--- config.mk ---
export PLATFORM = sky130hd
export DESIGN_NAME = hid_report_descriptor_item_interpreter_top
export DESIGN_NICKNAME = d
export VERILOG_FILES = /design/src/sv/hidri_pkg.sv /design/src/sv/hidri_datapath.sv /design/src/sv/hidri_controller.sv /design/src/sv/hid_report_descriptor_item_interpreter_top.sv
export SDC_FILE = /design/constraint.sdc
export NUM_CORES = 2
export LEC_CHECK = 0
export ABC_AREA = 1
export BUFFER_PORTS_ARGS = -buffer_cell sky130_fd_sc_hd__buf_4
export CELL_PAD_IN_SITES_DETAIL_PLACEMENT = 1
export CELL_PAD_IN_SITES_GLOBAL_PLACEMENT = 1
export CORE_MARGIN = 1
export CORE_UTILIZATION = 53
export CTS_BUF_LIST = sky130_fd_sc_hd__clkbuf_2 sky130_fd_sc_hd__clkbuf_4 sky130_fd_sc_hd__clkbuf_8
export DETAILED_ROUTE_END_ITERATION = 16
export PLACE_DENSITY = 0.85
export SYNTH_ARGS = -nofsm -noshare
export SYNTH_HDL_FRONTEND = slang
export SYNTH_HIERARCHICAL = 1
export SYNTH_SLANG_ARGS = --single-unit
--- constraint.sdc ---
create_clock -name aclk -period 9.6 [get_ports aclk]
set_input_delay 2.4 -clock aclk [delete_from_list [all_inputs] [get_ports aclk]]
set_output_delay 2.4 -clock aclk [all_outputs]
set_load 0.02 [all_outputs]
--- src/sv/hidri_pkg.sv ---
// ----------------------------------------------------------------------------
// hidri_pkg
// Shared types and constants for the HID report descriptor item interpreter.
// ----------------------------------------------------------------------------
package hidri_pkg;

    localparam int MaxUsages  = 16;
    localparam int StackDepth = 4;
    localparam int MaxRun     = 64;

    localparam int UsageIdxW = $clog2(MaxUsages);
    localparam int UsageCntW = $clog2(MaxUsages + 1);
    localparam int LevelW    = $clog2(StackDepth + 1);

    localparam logic [1:0] OP_MAIN   = 2'd0;
    localparam logic [1:0] OP_GLOBAL = 2'd1;
    localparam logic [1:0] OP_LOCAL  = 2'd2;

    localparam logic [3:0] TAG_INPUT    = 4'd8;
    localparam logic [3:0] TAG_OUTPUT   = 4'd9;
    localparam logic [3:0] TAG_COLL     = 4'd10;
    localparam logic [3:0] TAG_FEATURE  = 4'd11;
    localparam logic [3:0] TAG_END_COLL = 4'd12;

    localparam logic [3:0] TAG_PAGE  = 4'd0;
    localparam logic [3:0] TAG_SIZE  = 4'd7;
    localparam logic [3:0] TAG_ID    = 4'd8;
    localparam logic [3:0] TAG_COUNT = 4'd9;
    localparam logic [3:0] TAG_PUSH  = 4'd10;
    localparam logic [3:0] TAG_POP   = 4'd11;

    localparam logic [3:0] TAG_USAGE = 4'd0;
    localparam logic [3:0] TAG_UMIN  = 4'd1;
    localparam logic [3:0] TAG_UMAX  = 4'd2;

    localparam logic [1:0] EV_FIELD = 2'd0;
    localparam logic [1:0] EV_OPEN  = 2'd1;
    localparam logic [1:0] EV_CLOSE = 2'd2;
    localparam logic [1:0] EV_ERROR = 2'd3;

    localparam logic [2:0] ERR_NONE      = 3'd0;
    localparam logic [2:0] ERR_OVERFLOW  = 3'd1;
    localparam logic [2:0] ERR_UNDERFLOW = 3'd2;
    localparam logic [2:0] ERR_LIST_FULL = 3'd3;
    localparam logic [2:0] ERR_TRUNCATED = 3'd4;

    localparam logic [1:0] RK_INPUT   = 2'd0;
    localparam logic [1:0] RK_OUTPUT  = 2'd1;
    localparam logic [1:0] RK_FEATURE = 2'd2;

    typedef struct packed {
        logic [15:0] page;
        logic [7:0]  id;
        logic [15:0] size;
        logic [15:0] count;
    } globals_t;

    typedef enum logic [1:0] {
        ACT_NONE  = 2'd0,
        ACT_EVENT = 2'd1,
        ACT_RUN   = 2'd2
    } action_t;

    // controller -> datapath
    typedef struct packed {
        logic latch;     // capture accepted transaction
        logic decode;    // apply item, compute action
        logic run_start; // prepare a field run
        logic run_step;  // advance one record
        logic fetch;     // issue usage list read
    } dp_cmd_t;

    // datapath -> controller
    typedef struct packed {
        action_t action;
        logic    run_empty;
        logic    run_final;
    } dp_status_t;

    typedef struct packed {
        logic [1:0]  event_kind;
        logic [7:0]  report_id;
        logic [15:0] start_bit;
        logic [15:0] bit_size;
        logic [31:0] usage_value;
        logic [15:0] field_count;
        logic [1:0]  report_kind;
        logic [7:0]  collection_type;
        logic [2:0]  error_code;
    } result_t;

endpackage

--- src/sv/hidri_datapath.sv ---
// ----------------------------------------------------------------------------
// hidri_datapath
// Parser state, global stack, usage list memory and field run generation.
// ----------------------------------------------------------------------------
module hidri_datapath (
    input  logic                 aclk,
    input  logic                 aresetn,
    input  hidri_pkg::dp_cmd_t   cmd,
    output hidri_pkg::dp_status_t status,
    input  logic [1:0]           in_opcode,
    input  logic [3:0]           in_item_tag,
    input  logic [2:0]           in_data_size,
    input  logic [31:0]          in_item_data,
    output hidri_pkg::result_t   result
);

    logic [1:0]  opcode_reg;
    logic [3:0]  tag_reg;
    logic [2:0]  nb_reg;
    logic [31:0] data_reg;

    hidri_pkg::globals_t gstack_reg [hidri_pkg::StackDepth + 1];
    logic [hidri_pkg::LevelW-1:0]    level_reg;
    logic [hidri_pkg::UsageCntW-1:0] ucount_reg;
    logic                            range_reg;
    logic [31:0]                     ulow_reg;
    logic [31:0]                     uhigh_reg;
    logic [15:0]                     cursor_reg;

    logic [31:0] umem [hidri_pkg::MaxUsages];
    logic [31:0] umem_q;

    hidri_pkg::action_t action_reg;
    hidri_pkg::result_t res_reg;

    // run state
    logic [16:0] run_n_reg;
    logic [6:0]  run_emit_reg;
    logic [6:0]  run_i_reg;
    logic        run_pad_reg;
    logic        run_rng_reg;
    logic        run_trunc_reg;
    logic [15:0] run_fcount_reg;
    logic [15:0] run_start_reg;
    logic [31:0] run_prod_reg;
    logic [1:0]  run_rk_reg;

    hidri_pkg::globals_t g;
    logic [31:0] mask;
    logic [31:0] d;
    logic [31:0] composed;
    logic [2:0]  nb;

    always_comb begin
        nb = (nb_reg > 3'd4) ? 3'd4 : nb_reg;
        unique case (nb)
            3'd0:    mask = 32'h0000_0000;
            3'd1:    mask = 32'h0000_00FF;
            3'd2:    mask = 32'h0000_FFFF;
            3'd3:    mask = 32'h00FF_FFFF;
            default: mask = 32'hFFFF_FFFF;
        endcase
        d = data_reg & mask;
        g = gstack_reg[level_reg];
        composed = ({g.page, 16'h0000} & ~mask) | d;
    end

    always_ff @(posedge aclk) begin
        if (cmd.latch) begin
            opcode_reg <= in_opcode;
            tag_reg    <= in_item_tag;
            nb_reg     <= in_data_size;
            data_reg   <= in_item_data;
        end
    end

    always_ff @(posedge aclk) begin
        if (cmd.fetch) begin
            umem_q <= umem[run_i_reg[hidri_pkg::UsageIdxW-1:0]];
        end
        if (cmd.decode && opcode_reg == hidri_pkg::OP_LOCAL && tag_reg == hidri_pkg::TAG_USAGE
            && (range_reg || ucount_reg < hidri_pkg::UsageCntW'(hidri_pkg::MaxUsages))) begin
            umem[range_reg ? '0 : ucount_reg[hidri_pkg::UsageIdxW-1:0]] <= composed;
        end
    end

    logic is_run;
    logic [1:0] rk;
    always_comb begin
        is_run = 1'b0;
        rk = hidri_pkg::RK_INPUT;
        if (opcode_reg == hidri_pkg::OP_MAIN) begin
            priority case (tag_reg)
                hidri_pkg::TAG_INPUT:   begin is_run = 1'b1; rk = hidri_pkg::RK_INPUT;   end
                hidri_pkg::TAG_OUTPUT:  begin is_run = 1'b1; rk = hidri_pkg::RK_OUTPUT;  end
                hidri_pkg::TAG_FEATURE: begin is_run = 1'b1; rk = hidri_pkg::RK_FEATURE; end
                default: ;
            endcase
        end
    end

    logic [16:0] n_sel;
    always_comb begin
        if (range_reg || ucount_reg == '0) n_sel = {1'b0, g.count};
        else n_sel = 17'(ucount_reg);
    end

    always_ff @(posedge aclk) begin
        hidri_pkg::result_t res_v;
        hidri_pkg::action_t act_v;
        if (!aresetn) begin
            level_reg  <= '0;
            ucount_reg <= '0;
            range_reg  <= 1'b0;
            ulow_reg   <= '0;
            uhigh_reg  <= '0;
            cursor_reg <= '0;
            gstack_reg[0] <= '0;
            action_reg <= hidri_pkg::ACT_NONE;
        end else if (cmd.decode) begin
            act_v = hidri_pkg::ACT_NONE;
            res_v = '0;
            unique case (opcode_reg)
                hidri_pkg::OP_MAIN: begin
                    if (is_run) begin
                        act_v          = hidri_pkg::ACT_RUN;
                        run_rk_reg     <= rk;
                        run_n_reg      <= n_sel;
                        run_rng_reg    <= range_reg;
                        run_pad_reg    <= !range_reg && ucount_reg == '0;
                        run_fcount_reg <= (!range_reg && ucount_reg == 1) ? g.count : 16'd1;
                        run_start_reg  <= cursor_reg;
                    end else if (tag_reg == hidri_pkg::TAG_COLL) begin
                        act_v = hidri_pkg::ACT_EVENT;
                        res_v.event_kind      = hidri_pkg::EV_OPEN;
                        res_v.usage_value     = range_reg ? ulow_reg
                                              : (ucount_reg != '0 ? umem[0] : 32'd0);
                        res_v.collection_type = d[7:0];
                    end else if (tag_reg == hidri_pkg::TAG_END_COLL) begin
                        act_v = hidri_pkg::ACT_EVENT;
                        res_v.event_kind = hidri_pkg::EV_CLOSE;
                    end
                    ucount_reg <= '0;
                    range_reg  <= 1'b0;
                end
                hidri_pkg::OP_GLOBAL: begin
                    priority case (tag_reg)
                        hidri_pkg::TAG_PAGE:  gstack_reg[level_reg].page  <= d[15:0];
                        hidri_pkg::TAG_SIZE:  gstack_reg[level_reg].size  <= d[15:0];
                        hidri_pkg::TAG_COUNT: gstack_reg[level_reg].count <= d[15:0];
                        hidri_pkg::TAG_ID: begin
                            gstack_reg[level_reg].id <= d[7:0];
                            cursor_reg <= '0;
                            ucount_reg <= '0;
                            range_reg  <= 1'b0;
                        end
                        hidri_pkg::TAG_PUSH: begin
                            if (level_reg < hidri_pkg::LevelW'(hidri_pkg::StackDepth)) begin
                                gstack_reg[level_reg + 1'b1] <= g;
                                level_reg <= level_reg + 1'b1;
                            end else begin
                                act_v = hidri_pkg::ACT_EVENT;
                                res_v.event_kind = hidri_pkg::EV_ERROR;
                                res_v.error_code = hidri_pkg::ERR_OVERFLOW;
                            end
                        end
                        hidri_pkg::TAG_POP: begin
                            if (level_reg != '0) begin
                                level_reg <= level_reg - 1'b1;
                            end else begin
                                act_v = hidri_pkg::ACT_EVENT;
                                res_v.event_kind = hidri_pkg::EV_ERROR;
                                res_v.error_code = hidri_pkg::ERR_UNDERFLOW;
                            end
                        end
                        default: ;
                    endcase
                end
                hidri_pkg::OP_LOCAL: begin
                    priority case (tag_reg)
                        hidri_pkg::TAG_USAGE: begin
                            if (range_reg) begin
                                range_reg  <= 1'b0;
                                ucount_reg <= hidri_pkg::UsageCntW'(1);
                            end else if (ucount_reg
                                         >= hidri_pkg::UsageCntW'(hidri_pkg::MaxUsages)) begin
                                act_v = hidri_pkg::ACT_EVENT;
                                res_v.event_kind = hidri_pkg::EV_ERROR;
                                res_v.error_code = hidri_pkg::ERR_LIST_FULL;
                            end else begin
                                ucount_reg <= ucount_reg + 1'b1;
                            end
                        end
                        hidri_pkg::TAG_UMIN: begin
                            ulow_reg <= composed; range_reg <= 1'b1; ucount_reg <= '0;
                        end
                        hidri_pkg::TAG_UMAX: begin
                            uhigh_reg <= composed; range_reg <= 1'b1; ucount_reg <= '0;
                        end
                        default: ;
                    endcase
                end
                default: ;
            endcase
            action_reg <= act_v;
            res_reg    <= res_v;
        end else if (cmd.run_start) begin
            run_trunc_reg <= run_n_reg > 17'(hidri_pkg::MaxRun);
            run_emit_reg  <= (run_n_reg > 17'(hidri_pkg::MaxRun))
                             ? 7'(hidri_pkg::MaxRun - 1) : run_n_reg[6:0];
            run_i_reg     <= '0;
            run_prod_reg  <= 32'(run_n_reg) * 32'(g.size);
        end else if (cmd.run_step) begin
            res_v = '0;
            if (run_i_reg == run_emit_reg) begin
                res_v.event_kind = hidri_pkg::EV_ERROR;
                res_v.error_code = hidri_pkg::ERR_TRUNCATED;
            end else begin
                res_v.event_kind  = hidri_pkg::EV_FIELD;
                res_v.report_id   = g.id;
                res_v.start_bit   = run_start_reg;
                res_v.bit_size    = g.size;
                res_v.usage_value = run_rng_reg ? ulow_reg + 32'(run_i_reg)
                                  : (run_pad_reg ? 32'd0 : umem_q);
                res_v.field_count = run_fcount_reg;
                res_v.report_kind = run_rk_reg;
                res_v.error_code  = hidri_pkg::ERR_NONE;
                run_start_reg <= run_start_reg + g.size;
            end
            res_reg   <= res_v;
            run_i_reg <= run_i_reg + 1'b1;
            if (run_i_reg + 1'b1 >= run_emit_reg + 7'(run_trunc_reg)) begin
                cursor_reg <= cursor_reg + run_prod_reg[15:0];
            end
        end
    end

    always_comb begin
        status.action    = action_reg;
        status.run_empty = (run_emit_reg == '0) && !run_trunc_reg;
        status.run_final = (run_i_reg + 1'b1 >= run_emit_reg + 7'(run_trunc_reg));
        result           = res_reg;
    end

    logic unused_uhigh;
    assign unused_uhigh = ^uhigh_reg;

endmodule

--- src/sv/hidri_controller.sv ---
// ----------------------------------------------------------------------------
// hidri_controller
// Sequencer: decode, run emission and output handshake.
// ----------------------------------------------------------------------------
module hidri_controller (
    input  logic                  aclk,
    input  logic                  aresetn,
    input  logic                  s_valid,
    output logic                  s_ready,
    output logic                  m_valid,
    input  logic                  m_ready,
    output logic                  m_last,
    output hidri_pkg::dp_cmd_t    cmd,
    input  hidri_pkg::dp_status_t status
);

    typedef enum logic [5:0] {
        ST_IDLE   = 6'b000001,
        ST_DECODE = 6'b000010,
        ST_ACT    = 6'b000100,
        ST_FETCH  = 6'b001000,
        ST_STEP   = 6'b010000,
        ST_OUT    = 6'b100000
    } state_t;

    state_t state_reg, state_next;
    logic   last_reg, last_next;
    logic   in_run_reg, in_run_next;

    always_comb begin
        state_next  = state_reg;
        last_next   = last_reg;
        in_run_next = in_run_reg;
        cmd         = '0;
        s_ready     = (state_reg == ST_IDLE);
        m_valid     = (state_reg == ST_OUT);
        unique case (state_reg)
            ST_IDLE: begin
                cmd.latch = s_valid;
                if (s_valid) state_next = ST_DECODE;
            end
            ST_DECODE: begin
                cmd.decode = 1'b1;
                state_next = ST_ACT;
            end
            ST_ACT: begin
                unique case (status.action)
                    hidri_pkg::ACT_EVENT: begin
                        last_next = 1'b1; in_run_next = 1'b0; state_next = ST_OUT;
                    end
                    hidri_pkg::ACT_RUN: begin
                        cmd.run_start = 1'b1; in_run_next = 1'b1; state_next = ST_FETCH;
                    end
                    default: state_next = ST_IDLE;
                endcase
            end
            ST_FETCH: begin
                if (status.run_empty) begin
                    cmd.run_step = 1'b1;
                    state_next = ST_IDLE;
                end else begin
                    cmd.fetch = 1'b1;
                    state_next = ST_STEP;
                end
            end
            ST_STEP: begin
                cmd.run_step = 1'b1;
                last_next  = status.run_final;
                state_next = ST_OUT;
            end
            ST_OUT: begin
                if (m_ready) begin
                    state_next = (in_run_reg && !last_reg) ? ST_FETCH : ST_IDLE;
                end
            end
            default: state_next = ST_IDLE;
        endcase
    end

    always_ff @(posedge aclk) begin
        if (!aresetn) begin
            state_reg  <= ST_IDLE;
            last_reg   <= 1'b0;
            in_run_reg <= 1'b0;
        end else begin
            state_reg  <= state_next;
            last_reg   <= last_next;
            in_run_reg <= in_run_next;
        end
    end

    assign m_last = last_reg;

endmodule

--- src/sv/hid_report_descriptor_item_interpreter_top.sv ---
// ----------------------------------------------------------------------------
// hid_report_descriptor_item_interpreter_top
// HID report descriptor item interpreter.
//
//   channel  direction  handshake          payload
//   s_       in         s_valid/s_ready    opcode, item_tag, data_size, item_data
//   m_       out        m_valid/m_ready    event record, m_last
//
// An item with no result passes through the idle, decode and act states; a single
// event also waits in the output state until the receiver takes it.
// A field run is set up in idle, decode and act, then each record takes the usage
// memory read, build and present steps in turn.
// Reset clears all control state and global stack entry zero.
// Input is held off while an item is in progress; output stalls hold the record.
// ----------------------------------------------------------------------------
module hid_report_descriptor_item_interpreter_top (
    input  logic        aclk,
    input  logic        aresetn,
    input  logic        s_valid,
    output logic        s_ready,
    input  logic [1:0]  s_opcode,
    input  logic [3:0]  s_item_tag,
    input  logic [2:0]  s_data_size,
    input  logic [31:0] s_item_data,
    output logic        m_valid,
    input  logic        m_ready,
    output logic [1:0]  m_event_kind,
    output logic [7:0]  m_report_id,
    output logic [15:0] m_start_bit,
    output logic [15:0] m_bit_size,
    output logic [31:0] m_usage_value,
    output logic [15:0] m_field_count,
    output logic [1:0]  m_report_kind,
    output logic [7:0]  m_collection_type,
    output logic [2:0]  m_error_code,
    output logic        m_last
);

    hidri_pkg::dp_cmd_t    cmd;
    hidri_pkg::dp_status_t status;
    hidri_pkg::result_t    result;

    hidri_controller u_ctrl (
        .aclk    (aclk),
        .aresetn (aresetn),
        .s_valid (s_valid),
        .s_ready (s_ready),
        .m_valid (m_valid),
        .m_ready (m_ready),
        .m_last  (m_last),
        .cmd     (cmd),
        .status  (status)
    );

    hidri_datapath u_dp (
        .aclk         (aclk),
        .aresetn      (aresetn),
        .cmd          (cmd),
        .status       (status),
        .in_opcode    (s_opcode),
        .in_item_tag  (s_item_tag),
        .in_data_size (s_data_size),
        .in_item_data (s_item_data),
        .result       (result)
    );

    assign m_event_kind      = result.event_kind;
    assign m_report_id       = result.report_id;
    assign m_start_bit       = result.start_bit;
    assign m_bit_size        = result.bit_size;
    assign m_usage_value     = result.usage_value;
    assign m_field_count     = result.field_count;
    assign m_report_kind     = result.report_kind;
    assign m_collection_type = result.collection_type;
    assign m_error_code      = result.error_code;

    a_no_overlap: assert property (@(posedge aclk) disable iff (!aresetn)
        !(s_ready && m_valid))
        else $error("input accepted while result pending");

    a_error_code: assert property (@(posedge aclk) disable iff (!aresetn)
        (m_valid && m_event_kind != hidri_pkg::EV_ERROR)
            |-> m_error_code == hidri_pkg::ERR_NONE)
        else $error("error code on non-error event");

    a_hold: assert property (@(posedge aclk) disable iff (!aresetn)
        (m_valid && !m_ready) |=> (m_valid && $stable(m_usage_value)))
        else $error("result changed under stall");

endmodule

==> results by group <==
Status
  – Run status: finished, final reports clean

STA
  – Hold Fails Final Rpt: 0
  – Setup Skew: 0.0476 ns
  – Post-route setup slack: 1.81 ns
  – # setup viols final: 0
  – Tcrit/Tclk final: 81.2%
  – Max Clock Freq: 128 MHz
  – Post-Route Setup TNS: 0 ns
  – RSZ-0062 raised after global routing: false
  – Worst relative slew slack: 18.0%
  – Fin. max-slew vios: 0
  – Worst-Margin Slew: 1.22 ns
  – Period minus WS final: 7.79 ns
  – Final Hold Slack: 0.518 ns

Global route
  – First-pass GRT wire length: 245,000 um
  – Grt ovf: 0
  – GRT Total Usage: 33.4%
  – Vias in the first global route: 39,787
  – Initial antenna violation count: 9
  – Largest net degree at the start of global routing: 181

Critical path
  – Worst R2R Path Depth: 27
  – CP Data Arrival Time: 8.41 ns
  – Delay-heaviest family, CP: adder cells
  – Critical path endpoint category: register
  – CP Buf/Inv Count: 7
  – Req. time, crit path: 10.22 ns
  – Worst r2r dst: u_dp/run_prod_reg[15]$_DFFE_PP_
  – Kind of critical path: reg2reg
  – R2R Setup Slk: 1.81 ns
  – CP max stage delay: 0.93 ns
  – Max FO, Critical Path: 65
  – Type of origin of the critical path: register
  – Crit path max-delay cell type: inv_2

Final layout
  – Final Instance Count excl. Fillers: 6,092
  – Fill cell count: 9,853
  – Final nets: 4,911
  – Leading cell types in the layout, fill and taps excluded: edfxtp_1 (1,051), nand2_1 (526), inv_1 (491)
  – Commonest non-fill, non-tap cell in the layout: edfxtp_1
  – Register area: 33,000 um^2
  – Area occupied by multi-input gates: 15,800 um^2
  – Largest register FFs: 512
  – Area growth syn-to-layout: 12.5%
  – Share of post-route cells with drive strength above 1: 13.3%

Clock tree
  – Number of CTS-inserted buffers: 181
  – Post-CTS Setup Inserts: 0
  – Clock Latency Late Sink: 0.88 ns
  – CTS Sinks: 1,121
  – Clock transition at the registers of the reported paths: 0.06 ns
  – Clock buffer depth: 3
  – H-tree depth: 4
  – CTS tree: yes
  – CTS Hold Bufs: 0
  – CTS Root Buffer Type: clkbuf_8
  – Resized Gates After CTS: 0

Yosys
  – Largest family of logic cells by synthesized area: compound AO/OA/AOI/OAI gates
  – Synth Area in Compound Gates: 11.4%
  – Post-synthesis cell count: 4,458
  – Synth cell types: 60
  – Adder-Cell Fraction of Synth Area: 5.88%
  – Mean Syn Cell Area: 11.5 um^2
  – Synth Area in XOR/XNOR: 0.834%
  – Async S/R FF share, synth: 0%
  – Post-synth EDFFs: 1,051
  – Top FF cell, synth: edfxtp_1
  – Mux cell area share after synthesis: 2.49%
  – Syn nets: 4,695
  – Synthesis Warnings: 6
  – Register area share after synthesis: 64.0%
  – Simple-Gate Fraction of Synth Area: 9.88%
  – Post-synthesis instance area: 51,500 um^2
  – Flops & latches, synth: 1,121

Route
  – Routed vias/inst: 6.18
  – Number of remaining DRC errors: 0
  – DRT iter0 DRCs: 4,325
  – Drt first pass iters: 7
  – Via Count: 37,638
  – Final wirelength: 165,000 um
  – WL per Instance: 27.0 um
  – Final ANT Viol Nets: 0

Pwr
  – Worst VDD drop: 0.000168 V
  – Leak pwr: 22.3 nW
  – PwrDens: 179 nW/um^2

Floorplanning
  – Initial Util: 53.9%
  – Rows: 113
  – Die area: 98,400 um^2
  – Core footprint: 95,600 um^2
  – # IOs: 151
  – Die Height: 314 um
  – Die W: 314 um

Place
  – Pre-CTS WS: 2.03 ns
  – HPWL after DPL: 106,000 um
  – IO buf count: 150
  – Placed cells: 5,756
  – RePlAce Congestion: 0.895

Min path
  – Hold Crit Class: reg2reg
  – Hold Crit Depth: 2
  – Hold path start: u_dp/cursor_reg[0]$_SDFFE_PN0P_
  – Min-Delay Endpoint: u_dp/cursor_reg[0]$_SDFFE_PN0P_

Flow run
  – Max cap viols: 0
[how the worst max path moves through the flow]
stage,from,endpoint,slack (ns),depth (start not counted)
after detailed placement,register,u_dp/run_prod_reg[15]$_DFFE_PP_,2.03,25
after floorplan,aresetn,u_dp/run_start_reg[0]$_DFFE_PP_,1.33,5
after global routing,register,u_dp/run_prod_reg[15]$_DFFE_PP_,1.34,28
after global placement,register,u_dp/run_prod_reg[15]$_DFFE_PP_,2.43,27
after CTS,register,u_dp/run_prod_reg[15]$_DFFE_PP_,1.95,27
final,register,u_dp/run_prod_reg[15]$_DFFE_PP_,1.81,27
[metrics by stage]
stage / instance area (um^2) / power [W] / util (%)
5_1_grt: 57900 / 0.0106 / 60.6
4_1_cts: 57900 / 0.0104 / 60.6
2_1_floorplan: 51500 / 0.00590 / -
3_3_place_gp: 54200 / 0.00611 / 56.7
3_5_place_dp: 54200 / 0.00616 / 56.7
6_report: 57900 / 0.0103 / 60.6
[cells by family (layout without fill, tap and decap cells)]
| family | after synthesis | after routing |
|---|---|---|
| multiplexers | 128 | 128 |
| AND/OR/NAND/NOR | 1220 | 1220 |
| other | 0 | 4 |
| flip-flops | 1121 | 1121 |
| buffers and inverters | 730 | 1095 |
| AO/OA/AOI/OAI | 1018 | 1018 |
| adder cells (fa/ha/maj) | 192 | 192 |
| XOR/XNOR | 49 | 49 |
[Yosys cell counts, drive strengths merged, types with 9 or more instances]
master / instances / area share, %
edfxtp: 1051 / 61
nand2: 533 / 3.9
inv: 505 / 3.7
o21ai: 489 / 4.8
nor2: 431 / 3.2
a21oi: 274 / 2.7
nand3: 157 / 1.6
clkbuf: 154 / 1.1
o211ai: 134 / 2.0
mux2i: 128 / 2.5
ha: 109 / 2.6
fa: 83 / 3.2
dfxtp: 70 / 2.7
buf: 60 / 0.64
xor2: 43 / 0.73
o221ai: 41 / 0.70
nor3: 28 / 0.28
nand4: 27 / 0.33
or2: 23 / 0.28
a22oi: 12 / 0.18
clkinv: 11 / 0.080
o21bai: 11 / 0.16
nor4: 10 / 0.13
a32o: 9 / 0.17
o31ai: 9 / 0.13
[per-layer routing]
layer,routed length (um),vias to the layer above,GRT usage [%]
met1,64100,18966,44.1
met3,15000,454,6.17
met2,77900,2046,53.6
met5,0,-,0
li1,-,16172,-
met4,7510,0,16.2
[worst register-to-register path: stages, from the launching register on]
cell      delay (ns)
dfxtp_4         0.53
inv_2           0.94
nand2_1         0.23
nand3_1         0.14
nand3_1         0.16
nand2_1         0.44
clkinv_1        0.40
nand2_1         0.24
fa_1            0.47
fa_1            0.58
inv_1           0.06
fa_1            0.45
ha_1            0.30
fa_1            0.49
inv_1           0.05
fa_1            0.47
inv_1           0.04
ha_1            0.35
a21oi_1         0.17
o221ai_1        0.17
nand3_1         0.13
nand2_1         0.09
a21oi_1         0.15
inv_1           0.06
a21oi_1         0.21
inv_1           0.07
nand3_1         0.09
nand2_1         0.06
[power breakdown]
part           internal (W)  total [W]  switching (W)
combinational      0.000204   0.000663       0.000459
sequential          0.00540    0.00542      0.0000177
clock               0.00231    0.00427        0.00196
total               0.00791     0.0103        0.00244
[layout make-up]
cell class | instances | share of cell area (%)
clock inverters | 60 | 0.760
inverters | 516 | 3.35
diodes | 4 | 0.0173
clock buffers | 272 | 5.67
repair buffers | 247 | 3.24
multi-input cells | 2607 | 27.3
flip-flops and latches | 1121 | 56.9
well taps | 1265 | 2.73
Note: power is estimated with default switching activity, not from simulation.
